$ cat src/bb3_pkg.sv
package bb3_pkg;

   // line store geometry
   localparam int MAX_WIDTH = 1024;
   localparam int COL_W     = $clog2(MAX_WIDTH);

   // register and field widths
   localparam int WCFG_W = 11;
   localparam int HCFG_W = 12;
   localparam int CSR_W  = 12;
   localparam int ROW_W  = 12;
   localparam int POS_W  = 22;
   localparam int PIX_W  = 24;
   localparam int CH_W   = 8;
   localparam int SUM_W  = 12;
   localparam int CNT_W  = 4;

   // register indexes
   localparam logic [0:0] CSR_WIDTH  = 1'b0;
   localparam logic [0:0] CSR_HEIGHT = 1'b1;

   // request operations
   localparam logic [0:0] OP_PIXEL = 1'b0;
   localparam logic [0:0] OP_DRAIN = 1'b1;

   // post-shift divide codes: 2*count = 2^k, 3*2^k or 9*2
   localparam logic [1:0] DIV_NONE = 2'd0;
   localparam logic [1:0] DIV_3    = 2'd1;
   localparam logic [1:0] DIV_9    = 2'd2;

   // reciprocal multipliers, exact for the operand ranges that occur
   localparam int MUL_W = 12;
   localparam logic [MUL_W-1:0] MUL3 = 12'd2731;
   localparam int SH3 = 13;
   localparam logic [MUL_W-1:0] MUL9 = 12'd1821;
   localparam int SH9 = 14;

endpackage

$ cat src/bb3_div.sv
module bb3_div (
   input  logic                       clock,
   input  logic                       reset,
   input  logic                       start,
   input  logic [bb3_pkg::POS_W-1:0]  dividend,
   input  logic [bb3_pkg::WCFG_W-1:0] divisor,
   output logic                       done,
   output logic [bb3_pkg::POS_W-1:0]  quotient,
   output logic [bb3_pkg::WCFG_W-1:0] remainder
);

   localparam int CNT_BITS = $clog2(bb3_pkg::POS_W + 1);

   logic                       run_ff, run_in;
   logic [CNT_BITS-1:0]        cnt_ff, cnt_in;
   logic [bb3_pkg::POS_W-1:0]  quo_ff, quo_in;
   logic [bb3_pkg::WCFG_W-1:0] rem_ff, rem_in;
   logic [bb3_pkg::WCFG_W:0]   shifted;
   logic [bb3_pkg::WCFG_W:0]   diff;
   logic                       ge;

   // one quotient bit per cycle, restoring
   always_comb begin
      shifted = {rem_ff, quo_ff[bb3_pkg::POS_W-1]};
      ge      = shifted >= {1'b0, divisor};
      diff    = shifted - {1'b0, divisor};
      run_in  = run_ff;
      cnt_in  = cnt_ff;
      quo_in  = quo_ff;
      rem_in  = rem_ff;
      done    = 1'b0;
      if (start) begin
         run_in = 1'b1;
         cnt_in = CNT_BITS'(bb3_pkg::POS_W);
         quo_in = dividend;
         rem_in = '0;
      end else if (run_ff) begin
         if (cnt_ff == '0) begin
            done   = 1'b1;
            run_in = 1'b0;
         end else begin
            cnt_in = cnt_ff - 1'b1;
            quo_in = {quo_ff[bb3_pkg::POS_W-2:0], ge};
            rem_in = ge ? diff[bb3_pkg::WCFG_W-1:0] : shifted[bb3_pkg::WCFG_W-1:0];
         end
      end
   end

   always_ff @(posedge clock) begin
      if (reset) begin
         run_ff <= 1'b0;
         cnt_ff <= '0;
      end else begin
         run_ff <= run_in;
         cnt_ff <= cnt_in;
      end
   end

   always_ff @(posedge clock) begin
      quo_ff <= quo_in;
      rem_ff <= rem_in;
   end

   assign quotient  = quo_ff;
   assign remainder = rem_ff;

endmodule

$ cat config.mk
export PLATFORM = sky130hd
export DESIGN_NAME = bb3_div
export DESIGN_NICKNAME = d
export VERILOG_FILES = /design/src/bb3_pkg.sv /design/src/bb3_div.sv
export SDC_FILE = /design/constraint.sdc
export NUM_CORES = 1
export LEC_CHECK = 0
export BUFFER_PORTS_ARGS = -buffer_cell sky130_fd_sc_hd__buf_2
export CAP_MARGIN = 20
export CORE_UTILIZATION = 50
export DETAILED_ROUTE_END_ITERATION = 6
export PLACE_DENSITY = 0.87
export SYNTH_ARGS = -nofsm -noshare
export SYNTH_HDL_FRONTEND = slang
export SYNTH_SLANG_ARGS = --single-unit
$ cat constraint.sdc
create_clock -name clock -period 4.79 [get_ports clock]
set_input_delay 0.958 -clock clock [delete_from_list [all_inputs] [get_ports clock]]
set_output_delay 0.958 -clock clock [all_outputs]
set_load 0.01 [all_outputs]
## After elaboration in Yosys (flattened, before gate mapping)

Cells that the tools add are included.

- Register bits: 39
- Latch bits: 0
- Bits in writable memories: 0
- ROM bits: 0
- Output and inout port bits: 34
- Word-level logic and storage cells: 28
- Memories kept: 0

- $add $sub $neg: 2
- Multiply operators: 0
- Divide/modulo/power cells: 0
- Order comparisons: 1
- Eq/ne operators: 1
- Shift operators: 0
- Mux-type cells: 13
- Bitwise operators: 1
- Reduce and logical (&&, ||, !) cells: 5

Operators with widths:

| operator | count |
|---|---|
| 22-bit two-way mux | 3 |
| 5-bit two-way mux | 3 |
| 12-bit by 11-bit greater-or-equal comparator with 1-bit output | 1 |
| 11-bit two-way mux | 1 |
| 11-bit subtractor | 1 |
| 1-bit two-way mux | 6 |
| 5-bit zero test | 1 |
| 5-bit by 1-bit subtractor with 5-bit output, second input constant | 1 |
| 2-bit AND reduction | 2 |
| 2-bit inequality test, second input constant | 1 |
| 2-bit nonzero test | 1 |
| 2-bit OR reduction | 1 |
| 1-bit NOT | 1 |

## Longest topological paths before layout

Gate-level depths: netlist (run 1).

- Depth in word-level cells: 4
- Gate-level depth with buffers: 11

## Least setup slack after synthesis (run 1)

OpenSTA, ideal clock, no wires.

- Path type: in2reg
- Start: in divisor[0] (netlist bit)
- End: reg rem_ff, in the netlist remainder[7]
- Library setup time: 0.125 ns
- Data arrival time: 2.686 ns
- Slack: 1.979 ns
- Cell stages on the path: 10
- Buffers on the path: 2
- Path through: ha_1 -> fa_1 -> nor2b_1 -> o31a_1 -> o21ai_1 -> a31o_1 -> buf_6 -> buf_8 -> a32oi_1 -> o31ai_1

- Longest elaborated chain between the ends: 2
- Elaborated cells on any way between the ends: 3
- Classes of those cells: 1 x add/sub; 1 x order compare; 1 x mux

Ends and longest elaborated chain:

| element | RTL line | source |
|---|---|---|
| from (decl) | bb3_div.sv:6 | `input logic [bb3_pkg::WCFG_W-1:0] divisor,` |
| 11-bit subtractor / 12-bit by 11-bit greater-or-equal comparator with 1-bit output (equally long branches) | bb3_div.sv:26, bb3_div.sv:25 |  |
| 11-bit two-way mux * | bb3_div.sv:44 | `rem_in = ge ? diff[bb3_pkg::WCFG_W-1:0] : shifted[bb3_pkg::WCFG_W-1:0];` |
| to (signal assigned) | bb3_div.sv:61 | `rem_ff <= rem_in;` |
| to (decl) | bb3_div.sv:17 | `logic [bb3_pkg::WCFG_W-1:0] rem_ff, rem_in;` |

Every way passes the cells marked *; elsewhere a longest branch is shown, timed or not.
A chain may end at the register's enable or synchronous reset.

## Final worst setup path (run 1)

- Start: in divisor[9] (netlist bit)
- End: reg rem_ff, in the netlist remainder[0]

- Longest elaborated chain between the ends: 2

Ends and longest elaborated chain:

| element | RTL line | source |
|---|---|---|
| 12-bit by 11-bit greater-or-equal comparator with 1-bit output | bb3_div.sv:25 | `ge = shifted >= {1'b0, divisor};` |
| 11-bit two-way mux | bb3_div.sv:44 |  |

No other way between the ends.

==> results of run 1 <==
[power groups by stage]
stage               sequential, mW  clock (mW)  combinational [mW]
global placement             0.406           0               0.134
finish                       0.399       0.209               0.138
floorplan                    0.415           0              0.0765
detailed placement           0.407           0               0.138
CTS                          0.400       0.210               0.139
global route                 0.403       0.225               0.152
[how the worst max path moves through the flow]
stage,depth (start not counted),from,slack (ps),end
floorplan,10,divisor[0],1980,remainder[7]$_SDFFE_PP0P_
global placement,9,divisor[2],1620,remainder[0]$_SDFFE_PP0P_
detailed placement,9,divisor[9],1470,remainder[0]$_SDFFE_PP0P_
CTS,9,divisor[9],1750,remainder[0]$_SDFFE_PP0P_
global route,9,divisor[9],1450,remainder[0]$_SDFFE_PP0P_
finish,9,divisor[9],1730,remainder[0]$_SDFFE_PP0P_
[per-layer routing]
metal  vias to the layer above  track usage [%]  wire length (um)
met2                        54             32.6              2330
met3                        11             5.83               231
li1                        905                -                 -
met5                         -                0                 0
met4                         0             5.73                72
met1                       855             24.9              2080
[cells in the mapped netlist (3+ instances only)]
master / number
a21oi_1: 7
a31oi_1: 3
a32oi_1: 6
clkbuf_1: 3
dfxtp_1: 17
edfxtp_1: 22
ha_1: 12
inv_1: 17
mux2_2: 22
mux2i_1: 3
nand2_1: 15
nand2b_1: 3
nand3_1: 3
nor2_1: 11
nor3_1: 5
nor4_1: 3
o21ai_0: 10
o21ai_1: 5
o31ai_1: 3
xnor2_1: 5
[registers in the layout, summed over array words and instances (netlist names)]
name,cells
quotient,22
cnt_ff,5
run_ff,1
remainder,11
[kinds of logic (layout without fill, tap and decap cells)]
| family | count (synthesis) | count (layout) | synth area share (%) |
|---|---|---|---|
| compound gates | 45 | 45 | 13.7 |
| buf+inv | 25 | 95 | 5.21 |
| flops | 39 | 39 | 45.4 |
| xor+xnor | 7 | 7 | 2.78 |
| simple gates | 52 | 52 | 12.0 |
| fa+ha+maj | 13 | 13 | 7.71 |
| mux | 26 | 26 | 13.3 |
[stage by stage]
stage | instance area, um^2 | hold WS (ps) | total power [mW]
after floorplan | 2210 | 447 | 0.491
after global placement | 2570 | 463 | 0.540
after detailed placement | 2570 | 478 | 0.545
after CTS | 2650 | 494 | 0.749
after global routing | 2650 | 533 | 0.780
final | 2650 | 484 | 0.747
[worst min-delay path: stages, from the launching register on]
cell     delay [ps]
dfxtp_1         320
a21oi_1          60
nor2_1           70
[area by class of cell]
cell class | count | area, um^2 | area share, %
Tap cell | 50 | 62.6 | 2.36
Clock buffer | 7 | 76.3 | 2.88
Multi-Input combinational cell | 143 | 1090 | 41.1
Timing Repair Buffer | 70 | 353 | 13.3
Inverter | 17 | 63.8 | 2.41
Clock inverter | 1 | 5.00 | 0.189
Sequential cell | 39 | 1000 | 37.7
==> reports/qor.yml, run 1 <==
antenna_found_initial: 0
hpwl_um: 3550
end_kind: "register"
antenna_cells: 0
syn_nets: 256
start_util_pct: 53.6
max_stage_delay_ps: 630
cts_buffer_depth: 2
utilization_pct: 64.5
yosysWarnings: 0
drt-vias-per-instance: 5.58
yosysSeqAreaShare_pct: 45.4
num-fill-cells: 343
rrSetupSlack_ps: 2080
critPathKind: "input port to register"
hold_start: "cnt_ff[4]$_SDFFE_PP0P_"
drt-total-wl_um: 4710
most-common-layout-cells: "69 x buf_2, 22 x mux2_2, 22 x edfxtp_1, 17 x inv_1, 17 x dfxtp_1"
crit_chain: "buf_2, inv_1, ha_1, a2111oi_0, nand2_1, o31ai_1, a31o_1, mux2_4, o22ai_2"
cts_tree: "yes"
grt_usage_pct: 19.8
top_level_ports: 70
postRouteAntennaNets: 0
finalWorstPathRequiredPeriod_ps: 3060
total_leakage_power_nw: 1.21
final_nets: 325
grt-ovfl-total: 0
grt_pass1_wl_um: 6810
drt_iter0_drc: 62
die_h_um: 68.4
peakVddDrop_mv: 0.279
slowest_stage: "a2111oi_0"
ys_async_sr_fraction_pct: 0
critPathMaxFanout: 17
cts_sinks: 39
hold-path-endpoint: "cnt_ff[4]$_SDFFE_PP0P_"
path_buf_inv: 2
slew_headroom_pct: 40.3
cp_top_family: "compound AO/OA/AOI/OAI gates"
skew_ps: 8.62
tightest_slew_ps: 895
ys_ff_latch: 39
worstRegToRegCells: 9
sequentialPowerShare_pct: 53.5
timing.rr.end: "remainder[0]$_SDFFE_PP0P_"
grt_max_degree: 32
vias: 1825
path_clk_slew_ps: 70
setup_viol: 0
stdcell_count: 327
syn_to_final_growth_pct: 20.2
cts_root_buffer: "clkbuf_8"
cts_buffers: 5
switching_power_uw: 194
core_area_um2: 4120
synth_top_area_share_pct: 29.9
mostFrequentLayoutCell: "buf_2"
internal_power_uw: 553
p_clk_share_pct: 28.0
synth_top_area_cell: "edfxtp_1"
worstPathArrival_ps: 3270
synth_ff_type: "edfxtp_1"
post-route-period-util_pct: 63.9
cts_hold_buf: 0
fin_ws_ps: 1730
pwr_density_cell_nw_per_um2: 282
final.setup.tns_ps: 0
io_buffers: 69
fmax_ghz: 0.327
r2r_start: "quotient[21]$_DFFE_PP_"
h-tree-depth: 2
clock_latency_ps: 290
whs_path_depth: 2
postCtsSetupRepairBufs: 0
syn_area_per_cell_um2: 10.7
fp.dieW_um: 68.4
crit_path_start_kind: "input port"
swShare_pct: 26.0
place_ws_ps: 1470
gp_congestion: 0.816
synth.distinct_cells: 44
max-cap-violations: 0
cts_resized: 0
rsz0062_at_grt: "false"
min_path_type: "register to register"
finalHoldViolCount: 0
syn_inst: 207
drv_slew: 0
cp.required_ps: 4990
combPwrFrac_pct: 18.5
dieArea_um2: 4680
grt_pass1_vias: 1514
drt_first_pass_iters: 4
dp.cells: 319
synth.cell_area_um2: 2210
status: "completed"
row_count: 23
drc: 0
avgRoutedWirePerCell_um: 14.4
synth_area_leaders: "edfxtp_1 30%, dfxtp_1 15%, mux2_2 11%"
drive_gt1_share_pct: 36.5
synth_edf_count: 22
Note: power is estimated with default switching activity, not from simulation.
==> run 2: changes to the inputs <==
--- a/config.mk
+++ b/config.mk
@@ -5,11 +5,12 @@
 export SDC_FILE = /design/constraint.sdc
 export NUM_CORES = 1
 export LEC_CHECK = 0
+export ABC_AREA = 1
 export BUFFER_PORTS_ARGS = -buffer_cell sky130_fd_sc_hd__buf_2
 export CAP_MARGIN = 20
-export CORE_UTILIZATION = 50
+export CORE_UTILIZATION = 48
 export DETAILED_ROUTE_END_ITERATION = 6
-export PLACE_DENSITY = 0.87
+export PLACE_DENSITY = 0.85
 export SYNTH_ARGS = -nofsm -noshare
 export SYNTH_HDL_FRONTEND = slang
 export SYNTH_SLANG_ARGS = --single-unit
==> constraint.sdc (replaced) <==
create_clock -name clock -period 2.8 [get_ports clock]
set_input_delay 0.56 -clock clock [delete_from_list [all_inputs] [get_ports clock]]
set_output_delay 0.56 -clock clock [all_outputs]
set_load 0.01 [all_outputs]
==> reports/qor.yml, run 2 <==
fp.dieW_um: 75.3
synth_area_leaders: "edfxtp_1 26%, nand2_1 20%, dfxtp_1 13%"
antenna_cells: 0
cts_buffer_depth: 2
most-common-layout-cells: "135 x nand2_1, 69 x buf_2, 53 x inv_1, 24 x nand3_1, 22 x edfxtp_1"
syn_to_final_growth_pct: 18.5
ys_ff_latch: 39
r2r_start: "quotient[21]$_DFFE_PP_"
syn_nets: 399
top_level_ports: 70
antenna_found_initial: 0
h-tree-depth: 2
fmax_ghz: 0.467
slew_headroom_pct: 70.8
total_leakage_power_nw: 1.68
crit_chain: "inv_1, ha_1, fa_1, inv_1, nand3_1, nand3_2, nand2_2, nand4_4, nand2_1, nand2_1"
hold_start: "cnt_ff[0]$_SDFFE_PP0P_"
cts_resized: 0
clock_latency_ps: 300
rsz0062_at_grt: "false"
whs_path_depth: 2
postRouteAntennaNets: 0
p_total_mw: 1.40
drt-total-wl_um: 5980
drv_slew: 0
synth_most_common_cell: "nand2_1"
mostFrequentLayoutCell: "nand2_1"
critPathMaxFanout: 12
grt_pass1_wl_um: 9110
final.setup.tns_ps: 0
placed_cell_area_um2: 2950
synth.cell_area_um2: 2580
setup_viol: 0
final_nets: 466
die_h_um: 75.3
drt_iter0_drc: 148
tightest_slew_ps: 438
ys_async_sr_fraction_pct: 0
cts_tree: "yes"
cp.required_ps: 2850
syn_area_per_cell_um2: 7.36
avgRoutedWirePerCell_um: 12.3
row_count: 26
gp_congestion: 0.919
critPathKind: "register to register"
grt_max_degree: 27
synth_top_area_share_pct: 25.6
synth_top_area_cell: "edfxtp_1"
utilization_pct: 59.4
grt_pass1_vias: 2101
min_path_type: "register to register"
yosysWarnings: 0
max_stage_delay_ps: 380
max-cap-violations: 0
dieArea_um2: 5670
cts_hold_buf: 0
grt-ovfl-total: 0
core_area_um2: 5140
synth.distinct_cells: 33
hpwl_um: 4500
drc: 0
postCtsSetupRepairBufs: 0
post-route-period-util_pct: 76.4
largest_register_ffs: 22
timing.rr.end: "quotient[0]$_DFFE_PP_"
worstRegToRegCells: 10
syn_inst: 350
num-fill-cells: 487
io_buffers: 69
synthTopCellsByCount: "135 x nand2_1, 53 x inv_1, 24 x nand3_1, 22 x edfxtp_1, 17 x dfxtp_1"
grt_usage_pct: 21.1
vias: 2411
drt-vias-per-instance: 4.94
finalWorstPathRequiredPeriod_ps: 2140
pwr_density_cell_nw_per_um2: 458
worstPathArrival_ps: 2190
end_kind: "register"
path_clk_slew_ps: 80
crit_path_start_kind: "register"
fin_area_um2: 3060
drt_first_pass_iters: 4
hold-path-endpoint: "cnt_ff[0]$_SDFFE_PP0P_"
slowest_stage: "edfxtp_1"
yosysSeqAreaShare_pct: 38.8
cts_root_buffer: "clkbuf_8"
synth_edf_count: 22
drive_gt1_share_pct: 27.0
peakVddDrop_mv: 0.496
whs_ps: 471
start_util_pct: 50.1
finalHoldViolCount: 0
status: "completed"
synth_ff_type: "edfxtp_1"
cts_buffers: 5
cts_sinks: 39
rrSetupSlack_ps: 660
skew_ps: 7.28
run 2: changes by cell type after synthesis, sizes merged, moves of 3 or more:
| cell | previous run | this run |
|---|---|---|
| nand3 | 3 | 32 |
| nor4 | 3 | 0 |
| nor2 | 11 | 14 |
| a32oi | 6 | 0 |
| nor3 | 5 | 2 |
| nand2 | 15 | 150 |
| mux2i | 3 | 0 |
| mux2 | 23 | 0 |
| xnor2 | 5 | 1 |
| nand4 | 1 | 15 |
| o31ai | 3 | 0 |
| o21ai | 15 | 1 |
| nand2b | 3 | 0 |
| inv | 17 | 57 |
run 2: routing by layer:
metal	vias up	wire, um	GRT usage, %
met3	10	291	4.69
li1	1242	-	-
met1	1092	2620	27.6
met4	0	57	7.82
met2	67	3020	34.2
met5	-	0	0
run 2: kinds of logic after synthesis:
| kind of cell | share of synthesized area [%] |
|---|---|
| AND/OR/NAND/NOR | 39.2 |
| buffers and inverters | 11.3 |
| flip-flops | 38.8 |
| adder cells (fa/ha/maj) | 6.60 |
| AO/OA/AOI/OAI | 2.67 |
| XOR/XNOR | 1.36 |
run 2: report_power, final:
group | internal (mW) | switching [mW] | total [mW]
registers | 0.659 | 0.0228 | 0.681
logic | 0.0966 | 0.158 | 0.255
clock network | 0.261 | 0.202 | 0.463
total | 1.02 | 0.383 | 1.40
run 2: worst max path at each step:
stage                           start                          to  slack (ps)  cells after the start
5_1_grt        quotient[21]$_DFFE_PP_       quotient[0]$_DFFE_PP_         530                     10
4_1_cts        cnt_ff[0]$_SDFFE_PP0P_                        done         670                      7
2_1_floorplan              divisor[0]   remainder[6]$_SDFFE_PP0P_         840                     11
6_report       quotient[21]$_DFFE_PP_       quotient[0]$_DFFE_PP_         660                     10
3_3_place_gp               divisor[0]  remainder[10]$_SDFFE_PP0P_         510                     11
3_5_place_dp               divisor[0]   remainder[5]$_SDFFE_PP0P_         420                     11
run 2: per-stage QoR:
step / cells / setup WS [ps]
finish: 488 / 660
global route: 488 / 525
CTS: 488 / 671
detailed placement: 480 / 420
global placement: 480 / 508
floorplan: 350 / 836
run 2: layout make-up:
class / count / area [um^2] / area share, %
multi-input combinational: 243 / 1280 / 42.1
sequential: 39 / 1000 / 32.8
timing repair buffer: 71 / 360 / 11.8
inverter: 57 / 214 / 7.00
tap: 70 / 87.6 / 2.87
clock buffer: 5 / 68.8 / 2.25
clock inverter: 3 / 38.8 / 1.27
run 2: critical path: cells and delay by family (launching register included):
kind / cells / cell delay, ps
adders and majority gates: 2 / 410
DFF: 1 / 380
buffers and inverters: 2 / 170
and+or+nand+nor: 6 / 940
